### src/rtl/core/nvcs_pkg.sv
// Shared constants, types and command/status bundles for the checksum-guarded byte store.
package nvcs_pkg;

   // Store geometry.
   localparam int USER_BYTES  = 48;
   localparam int CLOCK_BYTES = 14;
   localparam int STORE_BYTES = CLOCK_BYTES + USER_BYTES + 2;
   localparam int SUM_ADDR    = CLOCK_BYTES + USER_BYTES;
   localparam int ADDR_W      = $clog2(STORE_BYTES);
   localparam int UIDX_W      = $clog2(USER_BYTES);

   // Initialization pattern placed in the user area outside tt mode.
   localparam int PATTERN_AT    = 8;
   localparam int PATTERN_LEN   = 6;
   localparam int PAT_W         = $clog2(PATTERN_LEN);
   localparam bit PATTERN_FITS  = (PATTERN_AT + PATTERN_LEN <= USER_BYTES);

   // Fixed field widths.
   localparam int OP_W   = 3;
   localparam int IDX_W  = 6;
   localparam int BYTE_W = 8;
   localparam int ST_W   = 2;

   typedef enum logic [OP_W-1:0] {
      OP_RANGE_RD = 3'd0,
      OP_RANGE_WR = 3'd1,
      OP_RESET    = 3'd2,
      OP_CLK_RD   = 3'd3,
      OP_CLK_WR   = 3'd4
   } op_type;

   localparam logic [ST_W-1:0] ST_OK    = 2'd0;
   localparam logic [ST_W-1:0] ST_NODEV = 2'd1;
   localparam logic [ST_W-1:0] ST_BAD   = 2'd2;
   localparam logic [ST_W-1:0] ST_SUM   = 2'd3;

   localparam logic CSR_DEVICE_PRESENT = 1'b0;
   localparam logic CSR_TT_MODE        = 1'b1;

   typedef enum logic [3:0] {
      S_IDLE,
      S_DECODE,
      S_INIT_WALK,
      S_SUM_WALK,
      S_SUM_HI,
      S_SUM_LO,
      S_SUM_CHECK,
      S_WR_HI,
      S_WR_LO,
      S_CLK_OUT,
      S_STREAM_RD,
      S_STREAM_OUT,
      S_RESPOND
   } state_type;

   typedef enum logic [2:0] {
      RD_USER,
      RD_STREAM,
      RD_CLOCK,
      RD_SUM_HI,
      RD_SUM_LO
   } rd_sel_type;

   typedef enum logic [2:0] {
      WR_INIT,
      WR_RANGE,
      WR_CLOCK,
      WR_SUM_HI,
      WR_SUM_LO
   } wr_sel_type;

   typedef struct packed {
      logic             load_req;
      logic             ptr_clr;
      logic             ptr_inc;
      logic             sum_clr;
      logic             rd_en;
      logic             rd_acc;
      rd_sel_type       rd_sel;
      logic             wr_en;
      wr_sel_type       wr_sel;
      logic             cap_hi;
      logic             wo_clr;
      logic             wo_adv;
      logic             rsp_load;
      logic [ST_W-1:0]  rsp_status;
      logic             rsp_use_rd;
      logic             rsp_last;
   } cmd_type;

   typedef struct packed {
      logic [OP_W-1:0] op;
      logic            dev_present;
      logic            tt_mode;
      logic            range_ok;
      logic            clock_ok;
      logic            ptr_last;
      logic            stream_last;
      logic            sum_match;
      logic            wr_done;
      logic            rsp_free;
   } sts_type;

   function automatic logic [BYTE_W-1:0] pattern_byte(input logic [PAT_W-1:0] idx);
      logic [BYTE_W-1:0] val;
      case (idx)
         3'd0:    val = 8'h00;
         3'd1:    val = 8'h2f;
         3'd2:    val = 8'h20;
         3'd3:    val = 8'hff;
         3'd4:    val = 8'hff;
         3'd5:    val = 8'hff;
         default: val = 8'h00;
      endcase
      return val;
   endfunction

endpackage

### src/rtl/core/nvcs_dp.sv
// Datapath: request registers, byte store with valid bits, checksum accumulator, result register.
module nvcs_dp (
   input  logic                            clock,
   input  logic                            reset,
   input  nvcs_pkg::cmd_type               cmd,
   output nvcs_pkg::sts_type               sts,
   input  logic [nvcs_pkg::OP_W-1:0]       req_operation,
   input  logic [nvcs_pkg::IDX_W-1:0]      req_start_req,
   input  logic [nvcs_pkg::IDX_W-1:0]      req_count,
   input  logic [nvcs_pkg::BYTE_W-1:0]     req_data_in,
   input  logic                            csr_write_en,
   input  logic                            csr_index,
   input  logic                            csr_write_data,
   output logic                            rsp_valid,
   input  logic                            rsp_stall,
   output logic [nvcs_pkg::ST_W-1:0]       rsp_status,
   output logic [nvcs_pkg::BYTE_W-1:0]     rsp_data_out,
   output logic                            rsp_last
);

   localparam int AW = nvcs_pkg::ADDR_W;
   localparam int UW = nvcs_pkg::UIDX_W;
   localparam int IW = nvcs_pkg::IDX_W;
   localparam int BW = nvcs_pkg::BYTE_W;

   logic [nvcs_pkg::OP_W-1:0] op_ff;
   logic [IW-1:0]             start_ff;
   logic [IW-1:0]             count_ff;
   logic [BW-1:0]             data_ff;
   logic                      dev_present_ff;
   logic                      tt_mode_ff;
   logic [IW-1:0]             wo_ff;
   logic [IW-1:0]             wo_in;
   logic [UW-1:0]             ptr_ff;
   logic [BW-1:0]             sum_ff;
   logic [BW-1:0]             hi_ff;
   logic                      acc_pend_ff;

   logic [BW-1:0]             mem [nvcs_pkg::STORE_BYTES];
   logic [nvcs_pkg::STORE_BYTES-1:0] valid_ff;
   logic [BW-1:0]             rd_data_ff;
   logic                      rd_valid_ff;
   logic [BW-1:0]             rd_word;

   logic                      rsp_valid_ff;
   logic [nvcs_pkg::ST_W-1:0] rsp_status_ff;
   logic [BW-1:0]             rsp_data_ff;
   logic                      rsp_last_ff;

   logic [AW-1:0]             rd_addr;
   logic [AW-1:0]             wr_addr;
   logic [BW-1:0]             wr_byte;
   logic [BW-1:0]             init_byte;
   logic                      in_pattern;
   logic [IW-1:0]             wo_eff;
   logic [IW-1:0]             wo_nxt;

   // Request capture.
   always_ff @(posedge clock) begin
      if (cmd.load_req) begin
         op_ff    <= req_operation;
         start_ff <= req_start_req;
         count_ff <= req_count;
         data_ff  <= req_data_in;
      end
   end

   // Configuration registers.
   always_ff @(posedge clock) begin
      if (reset) begin
         dev_present_ff <= 1'b1;
         tt_mode_ff     <= 1'b0;
      end else if (csr_write_en) begin
         if (csr_index == nvcs_pkg::CSR_DEVICE_PRESENT) dev_present_ff <= csr_write_data;
         if (csr_index == nvcs_pkg::CSR_TT_MODE)        tt_mode_ff     <= csr_write_data;
      end
   end

   // Range write progress. A progress value at or beyond the count restarts the range.
   assign wo_eff = (wo_ff >= count_ff) ? '0 : wo_ff;
   assign wo_nxt = wo_eff + IW'(1);

   always_comb begin
      wo_in = wo_ff;
      if (cmd.wo_clr) begin
         wo_in = '0;
      end else if (cmd.wo_adv) begin
         wo_in = (wo_nxt >= count_ff) ? '0 : wo_nxt;
      end
   end

   always_ff @(posedge clock) begin
      if (reset) begin
         wo_ff <= '0;
      end else begin
         wo_ff <= wo_in;
      end
   end

   // Walk pointer over the user area or over the streamed range.
   always_ff @(posedge clock) begin
      if (cmd.ptr_clr) begin
         ptr_ff <= '0;
      end else if (cmd.ptr_inc) begin
         ptr_ff <= ptr_ff + UW'(1);
      end
   end

   // Initialization byte for the current user offset.
   assign in_pattern = !tt_mode_ff && nvcs_pkg::PATTERN_FITS
                       && (ptr_ff >= UW'(nvcs_pkg::PATTERN_AT))
                       && (ptr_ff < UW'(nvcs_pkg::PATTERN_AT + nvcs_pkg::PATTERN_LEN));
   assign init_byte  = in_pattern
                       ? nvcs_pkg::pattern_byte(nvcs_pkg::PAT_W'(ptr_ff - UW'(nvcs_pkg::PATTERN_AT)))
                       : '0;

   // Address and data selection for the single read and single write port.
   always_comb begin
      unique case (cmd.rd_sel)
         nvcs_pkg::RD_USER:   rd_addr = AW'(nvcs_pkg::CLOCK_BYTES) + AW'(ptr_ff);
         nvcs_pkg::RD_STREAM: rd_addr = AW'(nvcs_pkg::CLOCK_BYTES) + AW'(start_ff) + AW'(ptr_ff);
         nvcs_pkg::RD_CLOCK:  rd_addr = AW'(start_ff);
         nvcs_pkg::RD_SUM_HI: rd_addr = AW'(nvcs_pkg::SUM_ADDR);
         nvcs_pkg::RD_SUM_LO: rd_addr = AW'(nvcs_pkg::SUM_ADDR + 1);
         default:             rd_addr = '0;
      endcase
   end

   always_comb begin
      unique case (cmd.wr_sel)
         nvcs_pkg::WR_INIT: begin
            wr_addr = AW'(nvcs_pkg::CLOCK_BYTES) + AW'(ptr_ff);
            wr_byte = init_byte;
         end
         nvcs_pkg::WR_RANGE: begin
            wr_addr = AW'(nvcs_pkg::CLOCK_BYTES) + AW'(start_ff) + AW'(wo_eff);
            wr_byte = data_ff;
         end
         nvcs_pkg::WR_CLOCK: begin
            wr_addr = AW'(start_ff);
            wr_byte = data_ff;
         end
         nvcs_pkg::WR_SUM_HI: begin
            wr_addr = AW'(nvcs_pkg::SUM_ADDR);
            wr_byte = ~sum_ff;
         end
         nvcs_pkg::WR_SUM_LO: begin
            wr_addr = AW'(nvcs_pkg::SUM_ADDR + 1);
            wr_byte = sum_ff;
         end
         default: begin
            wr_addr = '0;
            wr_byte = '0;
         end
      endcase
   end

   // Byte store. An entry never written since reset reads as zero.
   always_ff @(posedge clock) begin
      if (cmd.wr_en) begin
         mem[wr_addr] <= wr_byte;
      end
      if (cmd.rd_en) begin
         rd_data_ff  <= mem[rd_addr];
         rd_valid_ff <= valid_ff[rd_addr];
      end
   end

   always_ff @(posedge clock) begin
      if (reset) begin
         valid_ff <= '0;
      end else if (cmd.wr_en) begin
         valid_ff[wr_addr] <= 1'b1;
      end
   end

   assign rd_word = rd_valid_ff ? rd_data_ff : '0;

   // Checksum accumulation, one byte a cycle: init bytes on write, read bytes in the cycle after.
   always_ff @(posedge clock) begin
      if (reset) begin
         acc_pend_ff <= 1'b0;
      end else begin
         acc_pend_ff <= cmd.rd_en && cmd.rd_acc;
      end
   end

   always_ff @(posedge clock) begin
      if (cmd.sum_clr) begin
         sum_ff <= '0;
      end else if (cmd.wr_en && cmd.wr_sel == nvcs_pkg::WR_INIT) begin
         sum_ff <= sum_ff + init_byte;
      end else if (acc_pend_ff) begin
         sum_ff <= sum_ff + rd_word;
      end
   end

   always_ff @(posedge clock) begin
      if (cmd.cap_hi) begin
         hi_ff <= rd_word;
      end
   end

   // Result register.
   always_ff @(posedge clock) begin
      if (reset) begin
         rsp_valid_ff <= 1'b0;
      end else if (cmd.rsp_load) begin
         rsp_valid_ff <= 1'b1;
      end else if (rsp_valid_ff && !rsp_stall) begin
         rsp_valid_ff <= 1'b0;
      end
   end

   always_ff @(posedge clock) begin
      if (cmd.rsp_load) begin
         rsp_status_ff <= cmd.rsp_status;
         rsp_data_ff   <= cmd.rsp_use_rd ? rd_word : '0;
         rsp_last_ff   <= cmd.rsp_last;
      end
   end

   assign rsp_valid    = rsp_valid_ff;
   assign rsp_status   = rsp_status_ff;
   assign rsp_data_out = rsp_data_ff;
   assign rsp_last     = rsp_last_ff;

   // Status toward the controller.
   always_comb begin
      sts.op          = op_ff;
      sts.dev_present = dev_present_ff;
      sts.tt_mode     = tt_mode_ff;
      sts.range_ok    = (count_ff != '0)
                        && (({1'b0, start_ff} + {1'b0, count_ff})
                            <= (IW+1)'(nvcs_pkg::USER_BYTES));
      sts.clock_ok    = ({1'b0, start_ff} < (IW+1)'(nvcs_pkg::CLOCK_BYTES));
      sts.ptr_last    = (ptr_ff == UW'(nvcs_pkg::USER_BYTES - 1));
      sts.stream_last = (IW'(ptr_ff) == count_ff - IW'(1));
      sts.sum_match   = (hi_ff == ~sum_ff) && (rd_word == sum_ff);
      sts.wr_done     = (wo_nxt >= count_ff);
      sts.rsp_free    = !rsp_valid_ff || !rsp_stall;
   end

endmodule

### src/rtl/core/nvcs_ctrl.sv
// Controller: sequences each request through decode, store walks and result delivery.
module nvcs_ctrl (
   input  logic              clock,
   input  logic              reset,
   input  logic              req_valid,
   output logic              req_stall,
   input  nvcs_pkg::sts_type sts,
   output nvcs_pkg::cmd_type cmd
);

   nvcs_pkg::state_type state_ff;
   nvcs_pkg::state_type state_in;

   always_ff @(posedge clock) begin
      if (reset) begin
         state_ff <= nvcs_pkg::S_IDLE;
      end else begin
         state_ff <= state_in;
      end
   end

   // Next state.
   always_comb begin
      state_in = state_ff;
      unique case (state_ff)
         nvcs_pkg::S_IDLE: begin
            if (req_valid) state_in = nvcs_pkg::S_DECODE;
         end
         nvcs_pkg::S_DECODE: begin
            if (!sts.dev_present) begin
               if (sts.rsp_free) state_in = nvcs_pkg::S_IDLE;
            end else begin
               unique case (sts.op)
                  nvcs_pkg::OP_RESET:  state_in = nvcs_pkg::S_INIT_WALK;
                  nvcs_pkg::OP_CLK_RD: state_in = nvcs_pkg::S_CLK_OUT;
                  nvcs_pkg::OP_CLK_WR: state_in = nvcs_pkg::S_RESPOND;
                  nvcs_pkg::OP_RANGE_RD: begin
                     if (sts.range_ok) state_in = nvcs_pkg::S_SUM_WALK;
                     else if (sts.rsp_free) state_in = nvcs_pkg::S_IDLE;
                  end
                  nvcs_pkg::OP_RANGE_WR: begin
                     if (!sts.range_ok) begin
                        if (sts.rsp_free) state_in = nvcs_pkg::S_IDLE;
                     end else if (sts.wr_done) begin
                        state_in = nvcs_pkg::S_SUM_WALK;
                     end else begin
                        state_in = nvcs_pkg::S_RESPOND;
                     end
                  end
                  default: begin
                     if (sts.rsp_free) state_in = nvcs_pkg::S_IDLE;
                  end
               endcase
            end
         end
         nvcs_pkg::S_INIT_WALK: begin
            if (sts.ptr_last) begin
               state_in = (sts.tt_mode || nvcs_pkg::PATTERN_FITS)
                          ? nvcs_pkg::S_WR_HI : nvcs_pkg::S_RESPOND;
            end
         end
         nvcs_pkg::S_SUM_WALK: begin
            if (sts.ptr_last) state_in = nvcs_pkg::S_SUM_HI;
         end
         nvcs_pkg::S_SUM_HI: begin
            state_in = (sts.op == nvcs_pkg::OP_RANGE_RD)
                       ? nvcs_pkg::S_SUM_LO : nvcs_pkg::S_WR_HI;
         end
         nvcs_pkg::S_SUM_LO:    state_in = nvcs_pkg::S_SUM_CHECK;
         nvcs_pkg::S_SUM_CHECK: begin
            if (sts.sum_match) state_in = nvcs_pkg::S_STREAM_RD;
            else if (sts.rsp_free) state_in = nvcs_pkg::S_IDLE;
         end
         nvcs_pkg::S_WR_HI:     state_in = nvcs_pkg::S_WR_LO;
         nvcs_pkg::S_WR_LO:     state_in = nvcs_pkg::S_RESPOND;
         nvcs_pkg::S_STREAM_RD: state_in = nvcs_pkg::S_STREAM_OUT;
         nvcs_pkg::S_STREAM_OUT: begin
            if (sts.rsp_free) begin
               state_in = sts.stream_last ? nvcs_pkg::S_IDLE : nvcs_pkg::S_STREAM_RD;
            end
         end
         nvcs_pkg::S_CLK_OUT, nvcs_pkg::S_RESPOND: begin
            if (sts.rsp_free) state_in = nvcs_pkg::S_IDLE;
         end
         default: state_in = nvcs_pkg::S_IDLE;
      endcase
   end

   // Commands.
   always_comb begin
      cmd            = '0;
      cmd.rd_sel     = nvcs_pkg::RD_USER;
      cmd.wr_sel     = nvcs_pkg::WR_INIT;
      cmd.rsp_status = nvcs_pkg::ST_OK;
      cmd.rsp_last   = 1'b1;
      req_stall      = 1'b1;
      unique case (state_ff)
         nvcs_pkg::S_IDLE: begin
            req_stall    = 1'b0;
            cmd.load_req = req_valid;
         end
         nvcs_pkg::S_DECODE: begin
            cmd.ptr_clr = 1'b1;
            cmd.sum_clr = 1'b1;
            cmd.wo_clr  = (sts.op != nvcs_pkg::OP_RANGE_WR) || !sts.dev_present
                          || !sts.range_ok;
            if (!sts.dev_present) begin
               cmd.rsp_load   = sts.rsp_free;
               cmd.rsp_status = (sts.op == nvcs_pkg::OP_CLK_RD)
                                ? nvcs_pkg::ST_OK : nvcs_pkg::ST_NODEV;
            end else begin
               unique case (sts.op)
                  nvcs_pkg::OP_RESET: ;
                  nvcs_pkg::OP_CLK_RD: begin
                     cmd.rd_en  = 1'b1;
                     cmd.rd_sel = nvcs_pkg::RD_CLOCK;
                  end
                  nvcs_pkg::OP_CLK_WR: begin
                     cmd.wr_en  = sts.clock_ok;
                     cmd.wr_sel = nvcs_pkg::WR_CLOCK;
                  end
                  nvcs_pkg::OP_RANGE_RD: begin
                     if (!sts.range_ok) begin
                        cmd.rsp_load   = sts.rsp_free;
                        cmd.rsp_status = nvcs_pkg::ST_BAD;
                     end
                  end
                  nvcs_pkg::OP_RANGE_WR: begin
                     if (!sts.range_ok) begin
                        cmd.rsp_load   = sts.rsp_free;
                        cmd.rsp_status = nvcs_pkg::ST_BAD;
                     end else begin
                        cmd.wr_en  = 1'b1;
                        cmd.wr_sel = nvcs_pkg::WR_RANGE;
                        cmd.wo_adv = 1'b1;
                     end
                  end
                  default: begin
                     cmd.rsp_load   = sts.rsp_free;
                     cmd.rsp_status = nvcs_pkg::ST_BAD;
                  end
               endcase
            end
         end
         nvcs_pkg::S_INIT_WALK: begin
            cmd.wr_en   = 1'b1;
            cmd.wr_sel  = nvcs_pkg::WR_INIT;
            cmd.ptr_inc = !sts.ptr_last;
         end
         nvcs_pkg::S_SUM_WALK: begin
            cmd.rd_en   = 1'b1;
            cmd.rd_acc  = 1'b1;
            cmd.rd_sel  = nvcs_pkg::RD_USER;
            cmd.ptr_inc = !sts.ptr_last;
         end
         nvcs_pkg::S_SUM_HI: begin
            cmd.rd_en  = (sts.op == nvcs_pkg::OP_RANGE_RD);
            cmd.rd_sel = nvcs_pkg::RD_SUM_HI;
         end
         nvcs_pkg::S_SUM_LO: begin
            cmd.rd_en  = 1'b1;
            cmd.rd_sel = nvcs_pkg::RD_SUM_LO;
            cmd.cap_hi = 1'b1;
         end
         nvcs_pkg::S_SUM_CHECK: begin
            if (sts.sum_match) begin
               cmd.ptr_clr = 1'b1;
            end else begin
               cmd.rsp_load   = sts.rsp_free;
               cmd.rsp_status = nvcs_pkg::ST_SUM;
            end
         end
         nvcs_pkg::S_WR_HI: begin
            cmd.wr_en  = 1'b1;
            cmd.wr_sel = nvcs_pkg::WR_SUM_HI;
         end
         nvcs_pkg::S_WR_LO: begin
            cmd.wr_en  = 1'b1;
            cmd.wr_sel = nvcs_pkg::WR_SUM_LO;
         end
         nvcs_pkg::S_STREAM_RD: begin
            cmd.rd_en  = 1'b1;
            cmd.rd_sel = nvcs_pkg::RD_STREAM;
         end
         nvcs_pkg::S_STREAM_OUT: begin
            cmd.rsp_load   = sts.rsp_free;
            cmd.rsp_use_rd = 1'b1;
            cmd.rsp_last   = sts.stream_last;
            cmd.ptr_inc    = sts.rsp_free && !sts.stream_last;
         end
         nvcs_pkg::S_CLK_OUT: begin
            cmd.rsp_load   = sts.rsp_free;
            cmd.rsp_use_rd = sts.clock_ok;
         end
         nvcs_pkg::S_RESPOND: begin
            cmd.rsp_load = sts.rsp_free;
         end
         default: ;
      endcase
   end

endmodule

### src/rtl/core/nvram_with_checksum_guard_core.sv
// Top level of the checksum-guarded non-volatile byte store: controller plus datapath.
//
//   Channel  Direction  Handshake              Payload
//   req      in         req_valid / req_stall  operation, start_req, count, data_in
//   rsp      out        rsp_valid / rsp_stall  status, data_out, last
//   csr      in         csr_write_en           csr_index, csr_write_data
//
// One request at a time. Checksum work walks the user bytes one a cycle; a reset, a
// range-finishing write byte and a range read each make that walk, and a range read whose
// checksum matches then streams its count of bytes. A bad request, a missing device,
// a clock access and a range write byte that leaves the range open skip the walk.
// Reset is synchronous; store entries carry valid bits that reset clears, so no clearing pass.
// A held result stalls the controller; a new request is taken as soon as it is idle again.
module nvram_with_checksum_guard_core (
   input  logic                         clock,
   input  logic                         reset,
   input  logic                         req_valid,
   output logic                         req_stall,
   input  logic [nvcs_pkg::OP_W-1:0]    req_operation,
   input  logic [nvcs_pkg::IDX_W-1:0]   req_start_req,
   input  logic [nvcs_pkg::IDX_W-1:0]   req_count,
   input  logic [nvcs_pkg::BYTE_W-1:0]  req_data_in,
   output logic                         rsp_valid,
   input  logic                         rsp_stall,
   output logic [nvcs_pkg::ST_W-1:0]    rsp_status,
   output logic [nvcs_pkg::BYTE_W-1:0]  rsp_data_out,
   output logic                         rsp_last,
   input  logic                         csr_write_en,
   input  logic                         csr_index,
   input  logic                         csr_write_data
);

   nvcs_pkg::cmd_type cmd;
   nvcs_pkg::sts_type sts;

   // The controller owns sequencing and the input handshake; every store access,
   // counter and result register lives in the datapath.
   nvcs_ctrl u_ctrl (
      .clock     (clock),
      .reset     (reset),
      .req_valid (req_valid),
      .req_stall (req_stall),
      .sts       (sts),
      .cmd       (cmd)
   );

   nvcs_dp u_dp (
      .clock          (clock),
      .reset          (reset),
      .cmd            (cmd),
      .sts            (sts),
      .req_operation  (req_operation),
      .req_start_req  (req_start_req),
      .req_count      (req_count),
      .req_data_in    (req_data_in),
      .csr_write_en   (csr_write_en),
      .csr_index      (csr_index),
      .csr_write_data (csr_write_data),
      .rsp_valid      (rsp_valid),
      .rsp_stall      (rsp_stall),
      .rsp_status     (rsp_status),
      .rsp_data_out   (rsp_data_out),
      .rsp_last       (rsp_last)
   );

   // A transfer on the request side is always followed by a stall of the input.
   a_req_one_at_a_time: assert property (@(posedge clock) disable iff (reset)
      (req_valid && !req_stall) |=> req_stall)
      else $error("request taken while the previous one was still being decoded");

   // Only a successful range read or clock read carries data, and errors end the item.
   a_error_is_final: assert property (@(posedge clock) disable iff (reset)
      (rsp_valid && rsp_status != nvcs_pkg::ST_OK) |-> (rsp_last && rsp_data_out == '0))
      else $error("error result with data or without the last flag");

   // While a streamed range is still incomplete no new request may be taken.
   a_stream_holds_input: assert property (@(posedge clock) disable iff (reset)
      (rsp_valid && !rsp_last) |-> req_stall)
      else $error("request taken in the middle of a range read stream");

endmodule

### config.mk
export PLATFORM = sky130hd
export DESIGN_NAME = nvram_with_checksum_guard_core
export DESIGN_NICKNAME = d
export VERILOG_FILES = /design/src/rtl/core/nvcs_pkg.sv /design/src/rtl/core/nvcs_dp.sv /design/src/rtl/core/nvcs_ctrl.sv /design/src/rtl/core/nvram_with_checksum_guard_core.sv
export SDC_FILE = /design/constraint.sdc
export NUM_CORES = 1
export LEC_CHECK = 0
export ABC_AREA = 1
export BUFFER_PORTS_ARGS = -buffer_cell sky130_fd_sc_hd__buf_2
export CORE_MARGIN = 2
export CORE_UTILIZATION = 60
export CTS_BUF_LIST = sky130_fd_sc_hd__clkbuf_8
export CTS_CLUSTER_DIAMETER = 200
export DETAILED_ROUTE_END_ITERATION = 8
export GPL_ROUTABILITY_DRIVEN = 1
export PLACE_DENSITY = 0.76
export SLEW_MARGIN = 20
export SYNTH_ARGS = -nofsm -noshare
export SYNTH_HDL_FRONTEND = slang
export SYNTH_SLANG_ARGS = --single-unit
### constraint.sdc
create_clock -name clock -period 5.82 [get_ports clock]
set_input_delay 0.873 -clock clock [delete_from_list [all_inputs] [get_ports clock]]
set_output_delay 0.873 -clock clock [all_outputs]
set_load 0.01 [all_outputs]
# After elaboration in Yosys (flattened, before gate mapping)
# Memory sizes are Yosys's and may differ from the RTL's. A register that Yosys moved wholly into a read port is not among the register bits.
# Cells that the tools add are included.
op_classes:
  add_sub_neg: 11
  n_lt_le_gt_ge: 9
  n_eq_ne: 38
  n_mux: 61
  bitwise: 3
  n_reduce_logical: 38
op_table:
  columns: ["operator", "count"]
  rows:
  - ["64-bit OR", 1]
  - ["6-bit one-hot mux with 5 select lines", 2]
  - ["4-bit two-way mux", 12]
  - ["4-bit one-hot mux with 12 select lines", 1]
  - ["8-bit two-way mux", 4]
  - ["8-bit one-hot mux with 4 select lines", 1]
  - ["3-bit by 2-bit == test with 1-bit output, second input constant", 8]
  - ["8-bit one-hot mux with 3 select lines", 1]
  - ["4-bit == test, second input constant", 5]
  - ["4-bit one-hot mux with 5 select lines", 1]
  - ["1-bit two-way mux", 18]
  - ["8-bit adder", 2]
  - ["4-bit by 3-bit == test with 1-bit output, second input constant", 4]
  - ["8-bit == test", 2]
  - ["4-bit one-hot mux with 4 select lines", 1]
  - ["3-bit == test, second input constant", 5]
  - ["6-bit by 7-bit less-than comparator with 1-bit output, second input constant", 2]
  - ["4-bit by 6-bit adder with 6-bit output, first input constant", 2]
  - ["6-bit by 1-bit adder with 6-bit output, second input constant", 2]
  - ["6-bit adder", 2]
  - ["3-bit by 1-bit == test with 1-bit output, second input constant", 4]
  - ["6-bit >= comparator", 2]
  - ["6-bit by 4-bit less-than comparator with 1-bit output, second input constant", 2]
  - ["6-bit two-way mux", 2]
  - ["other kinds (37)", 74]
totals:
  ff_bits: 135
  mem_bits_rw: 512
  inputBits: 30
  out_inout_bits: 13
  wordCells: 179
  mem_count: 1
memory_table:
  columns: ["name", "words", "width", "rd", "rd_clocked_by_memory_dff", "write_ports", "line_no", "text"]
  rows:
  - ["u_dp.mem", 64, 8, 1, 1, 1, "nvcs_dp.sv:39", "logic [BW-1:0] mem [nvcs_pkg::STORE_BYTES];"]

# Logic depth before layout (Yosys ltp)
depth:
  depth_word: 14
  ltp_mapped: 26
  depth_no_buf: 26

# Modules after synthesis
# Synthesis repeated with hierarchy kept, for this count alone.
hier_totals:
  hier_cells: 2577
  hier_area_um2: 29717.3
modules_own_cells:
  columns: ["module", "n_inst", "cells_per_inst", "area_per_inst_um2"]
  rows:
  - ["nvcs_dp", 1, 2427, 28967.8]
  - ["nvcs_ctrl", 1, 150, 749.5]

# Worst setup path after synthesis
# No wires, ideal clock.
synth_path:
  path_type: "reg2reg"
  start: "reg u_ctrl.state_ff[0]"
  end: "mem u_dp.mem[0][1] in the netlist's numbering (data pin)"
  setup_ps: 702
  t_arrival_ps: 3596
  t_required_ps: 5118
  setup_slack_ps: 1522
  path_stages_with_launch: 6
  period_less_slack_ps: 4298
  path_cell_list: "dfxtp_1 nor2_1 inv_2 nor2_1 inv_1 o21ai_0"
synth_between:
  elab_chain_len: 5
  word_cells_on_any_way: 12
  classes_between: "8 x eq/ne; 2 x mux; 2 x reduce/logical"
synth_rtl:
  columns: ["item", "line_no", "text"]
  rows:
  - ["from (decl)", "nvcs_ctrl.sv:11", "nvcs_pkg::state_type state_ff;"]
  - ["from (signal assigned)", "nvcs_ctrl.sv:16", "state_ff <= nvcs_pkg::S_IDLE;"]
  - ["from (signal assigned)", "nvcs_ctrl.sv:18", "state_ff <= state_in;"]
  - ["4-bit == test, or another cell as far along", "nvcs_ctrl.sv:97", "unique case (state_ff)"]
  - ["4-bit one-hot mux with 4 select lines (*)", "nvcs_ctrl.sv:97", null]
  - ["3-bit by 1-bit == test with 1-bit output / 3-bit by 2-bit == test with 1-bit output (equally long branches)", "nvcs_dp.sv:130", "unique case (cmd.wr_sel)"]
  - ["2-bit OR reduction (no line)", null, null]
  - ["8-bit one-hot mux with 4 select lines (*)", "nvcs_dp.sv:130", null]
  - ["named net u_dp.wr_byte[1]", "nvcs_dp.sv:52", "logic [BW-1:0] wr_byte;"]
  - ["to (decl)", "nvcs_dp.sv:39", null]
# The timed path passes the listed nets; every way through them passes the cells marked *.

# Worst setup path after layout
layout_path:
  start: "reg u_dp.count_ff[1]"
  end: "mem u_dp.mem[0][5] in the netlist's numbering (enable)"
layout_between:
  elab_chain_len: 9
  word_cells_on_any_way: 19
  classes_between: "2 x add/sub; 2 x order compare; 4 x eq/ne; 8 x mux; 3 x reduce/logical"
layout_rtl:
  columns: ["item", "line_no", "text"]
  rows:
  - ["from (decl)", "nvcs_dp.sv:28", "logic [IW-1:0] count_ff;"]
  - ["from (signal assigned)", "nvcs_dp.sv:63", "count_ff <= req_count;"]
  - ["6-bit by 6-bit adder with 7-bit output", "nvcs_dp.sv:234", "&& (({1'b0, start_ff} + {1'b0, count_ff})"]
  - ["7-bit by 6-bit less-or-equal comparator with 1-bit output", "nvcs_dp.sv:235", "<= (IW+1)'(nvcs_pkg::USER_BYTES));"]
  - ["1-bit logical AND", "nvcs_dp.sv:234", null]
  - ["4-bit two-way mux", "nvcs_ctrl.sv:129", "if (!sts.range_ok) begin"]
  - ["4-bit one-hot mux with 2 select lines", "nvcs_ctrl.sv:112", "unique case (sts.op)"]
  - ["7-bit two-way mux", "nvcs_ctrl.sv:107", "if (!sts.dev_present) begin"]
  - ["4-bit one-hot mux with 4 select lines", "nvcs_ctrl.sv:97", null]
  - ["3-bit == test, or another cell as far along", "nvcs_dp.sv:130", null]
  - ["6-bit one-hot mux with 5 select lines / 1-bit two-way mux (equally long branches)", "nvcs_dp.sv:130, nvcs_dp.sv:161", null]
# Several ways; a longest one is shown, not always the timed one.

==> flow_summary.yaml <==
place:
  place.gp.congestion: 0.980
  hpwl_um: 49400
  io_buffers: 42
  dp.cells: 3708
worst_setup_path:
  worstPathRequired_ns: 6.20
  crit_type: "reg2reg"
  startpoint: "u_dp.count_ff[1]"
  cp.arrival_ns: 4.94
  crit_top_cell: "nand2_1"
  crit_path_end_kind: "flop"
  reg2reg_depth: 23
  crit_buf_inv: 5
  crit_cells: 23
  start_kind: "flop"
  path_delay_family: "simple AND/OR/NAND/NOR gates"
  max_stage_delay_ns: 0.62
  reg2reg_from: "u_dp.count_ff[1]"
  cp_max_fo: 8
  path_cells: "inv_1 -> ha_1 -> inv_1 -> nor2_1 -> o211ai_1 -> nand3_1 -> inv_1 -> nand2_1 -> inv_1 -> ha_1 -> a21oi_1 -> o21a_1 -> nand2_1 -> nand2_1 -> nand2_1 -> xnor2_1 -> nand2_1 -> nand3b_1 -> nor2_1 -> nand2_1 -> nor2_1 -> nand2_1 -> inv_1"
  cpMaxStageDelayCell: "nor2_1"
yosys:
  synthCells: 3107
  synthMuxAreaShare_pct: 0
  yosysWarnings: 0
  ys_seq_elements: 655
  synth_compound_area_share_pct: 6.11
  synth_edf_count: 563
  synth_top_family_by_area: "simple AND/OR/NAND/NOR gates"
  synthFlopType: "edfxtp_1"
  synthesis.area_mm2: 0.0304
  synthAdderAreaFrac_pct: 2.12
  synth-simple-area-share_pct: 21.6
  syn_nets: 3186
  yosys.cell_types.count: 46
  ys_seq_area_share_pct: 61.7
  syn_area_per_cell_um2: 9.78
  async_reset_ff_share_pct: 0
  synth_xor_area_share_pct: 1.04
power_and_ir_drop:
  total_power_mw: 16.8
  ir_drop_v: 0.000728
  p_per_area_mw_per_mm2: 506
  p_leak_nw: 13.7
drt:
  wl_um: 79300
  drtAntennaViolNets: 0
  wl_per_cell_um: 20.3
  drc: 0
  drt_iter0_markers: 2728
  num_vias: 22900
  drt-pass1-iter-count: 7
  via_per_inst: 5.88
grt:
  grt_pass1_vias: 21900
  grt_antenna_before_repair: 3
  grt_pass1_wl_um: 123000
  grt_max_degree: 190
  grt_use_total_pct: 30.2
  grt_remaining_overflow: 0
clock_tree:
  ctsHoldBuffers: 0
  clk_pin_slew_ns: 0.06
  cts_sinks: 655
  cts_tree: "built"
  htreeDepth: 3
  clk_latency_ns: 0.72
  postCtsSetupRepairBufs: 0
  clk_path_buf_depth: 3
  root_buffer: "clkbuf_8"
  cts_buffers: 101
  cts_resized: 0
min_path:
  whs_path_depth: 1
  hold_path.startpoint: "req_data_in[6]"
  min_path_type: "in2reg"
cells_and_area:
  finish.utilization_pct: 66.4
  area_delta_synth_final_pct: 9.38
  final_cells: 3897
  drive_above_1_share_pct: 7.91
  finalNetCount: 3219
sta:
  maxSlewHeadroom_pct: 27.6
  setup_tns_ns: 0
  setup_violations: 0
  timing.fmax_mhz: 219
  rsz0062_at_grt: "false"
  hold_slack_ns: 0.340
  tightest_slew_ns: 1.08
  clock-skew-final_ns: 0.0310
  final_hold_viol_count: 0
  slew_violations: 0
  period_share_pct: 78.3
  min_period_ns: 4.56
die:
  die_area_mm2: 0.0525
  rows: 82
  boundaryPins: 43
  coreArea_mm2: 0.0501
  initial_core_util_pct: 60.7
  fp.dieH_um: 229
  die_w_um: 229
outcome:
  status: "complete, no violations"
flow_run:
  drv_cap: 0
layout by cell type (no fill, tap or decap), types with 10 or more instances in the layout:
master,Yosys,final
xor2_1,25,25
xnor2_1,11,11
nand3_1,516,516
inv_2,10,10
o211ai_1,53,53
nor3_1,13,12
clkinv_1,2,25
nand4_1,17,17
nand2_1,690,690
nor2_1,141,140
inv_1,400,432
o21ai_0,95,90
clkinv_2,0,12
nand3b_1,69,69
clkbuf_8,0,109
ha_1,45,45
buf_4,8,34
buf_2,56,42
dfxtp_1,92,92
a21oi_1,167,167
edfxtp_1,563,563
routing by layer:
layer,global-route usage (%),routed length (um)
met1,41.5,31700
met2,47.0,36000
met3,6.62,8210
met4,12.6,3250
met5,0,27
metrics by stage:
stage | setup WS [ns] | area (um^2)
floorplan | 1.52 | 30400
global placement | 1.51 | 31200
detailed placement | 1.42 | 31200
CTS | 1.39 | 33200
global route | 1.01 | 33200
finish | 1.26 | 33200
state kept, by name, indices dropped and copies added (netlist names):
signal	cells
u_dp.rd_data_ff	8
u_dp.rsp_valid	1
u_dp.ptr_ff	6
u_dp.op_ff	3
u_dp.dev_present_ff	1
u_dp.hi_ff	8
u_dp.valid_ff	64
u_dp.sum_ff	8
u_dp.mem	512
u_dp.rsp_last	1
u_dp.rd_valid_ff	1
u_ctrl.state_ff	4
u_dp.data_ff	8
u_dp.tt_mode_ff	1
u_dp.wo_ff	6
u_dp.rsp_status	2
u_dp.acc_pend_ff	1
u_dp.count_ff	6
u_dp.rsp_data_out	8
u_dp.start_ff	6
cells by family (layout without fill, tap and decap cells):
logic type	Yosys count	in the layout
fa+ha+maj	49	49
xor+xnor	36	36
simple gates	1467	1467
other cells	0	1
compound gates	334	334
flops	655	655
buf+inv	566	683
Yosys cell counts (3+ instances only):
cell type / count / area (um^2)
a21oi_1: 167 / 836
buf_1: 18 / 67.6
buf_2: 56 / 280
buf_4: 8 / 60.1
buf_6: 5 / 56.3
clkbuf_1: 66 / 248
dfxtp_1: 92 / 1840
edfxtp_1: 563 / 16900
fa_1: 4 / 80.1
ha_1: 45 / 563
inv_1: 400 / 1500
inv_2: 10 / 37.5
nand2_1: 690 / 2590
nand2_2: 4 / 25.0
nand3_1: 516 / 2580
nand3b_1: 69 / 518
nand4_1: 17 / 106
nor2_1: 141 / 529
nor2_2: 5 / 31.3
nor3_1: 13 / 65.1
nor3_2: 3 / 30.0
o2111ai_1: 4 / 35.0
o211ai_1: 53 / 398
o21a_1: 4 / 30.0
o21ai_0: 95 / 475
xnor2_1: 11 / 96.3
xor2_1: 25 / 219
worst register-to-register path, cell delays in order (launching register included):
cell	delay (ns)
edfxtp_1	0.44
inv_1	0.19
ha_1	0.28
inv_1	0.06
nor2_1	0.03
o211ai_1	0.15
nand3_1	0.22
inv_1	0.14
nand2_1	0.11
inv_1	0.10
ha_1	0.30
a21oi_1	0.24
o21a_1	0.16
nand2_1	0.05
nand2_1	0.05
nand2_1	0.06
xnor2_1	0.13
nand2_1	0.06
nand3b_1	0.08
nor2_1	0.15
nand2_1	0.11
nor2_1	0.62
nand2_1	0.22
inv_1	0.29
cell type report:
class	count	area (um^2)
sequential	655	18700
fill	3887	16800
multi-input combinational	1886	9530
inverter	413	1550
clock buffer	109	1500
tap	672	841
timing repair buffer	83	613
clock inverter	78	454
antenna	1	2.50
power breakdown:
group / switching (mW) / internal, mW / leakage [nW] / total (mW)
Clock: 1.81 / 1.91 / 1.12 / 3.72
Sequential: 0.160 / 5.46 / 5.83 / 5.62
Combinational: 5.40 / 2.07 / 6.72 / 7.48
path summary, 6_finish.rpt:
| path | end | slack (ns) |
|---|---|---|
| max | u_dp.mem[0][5] | 1.26 |
| max reg2reg | u_dp.mem[0][5] | 1.26 |
| min | u_dp.data_ff[6] | 0.34 |
| min reg2reg | u_dp.valid_ff[27] | 0.45 |
Power figures use the tool's default switching activity.
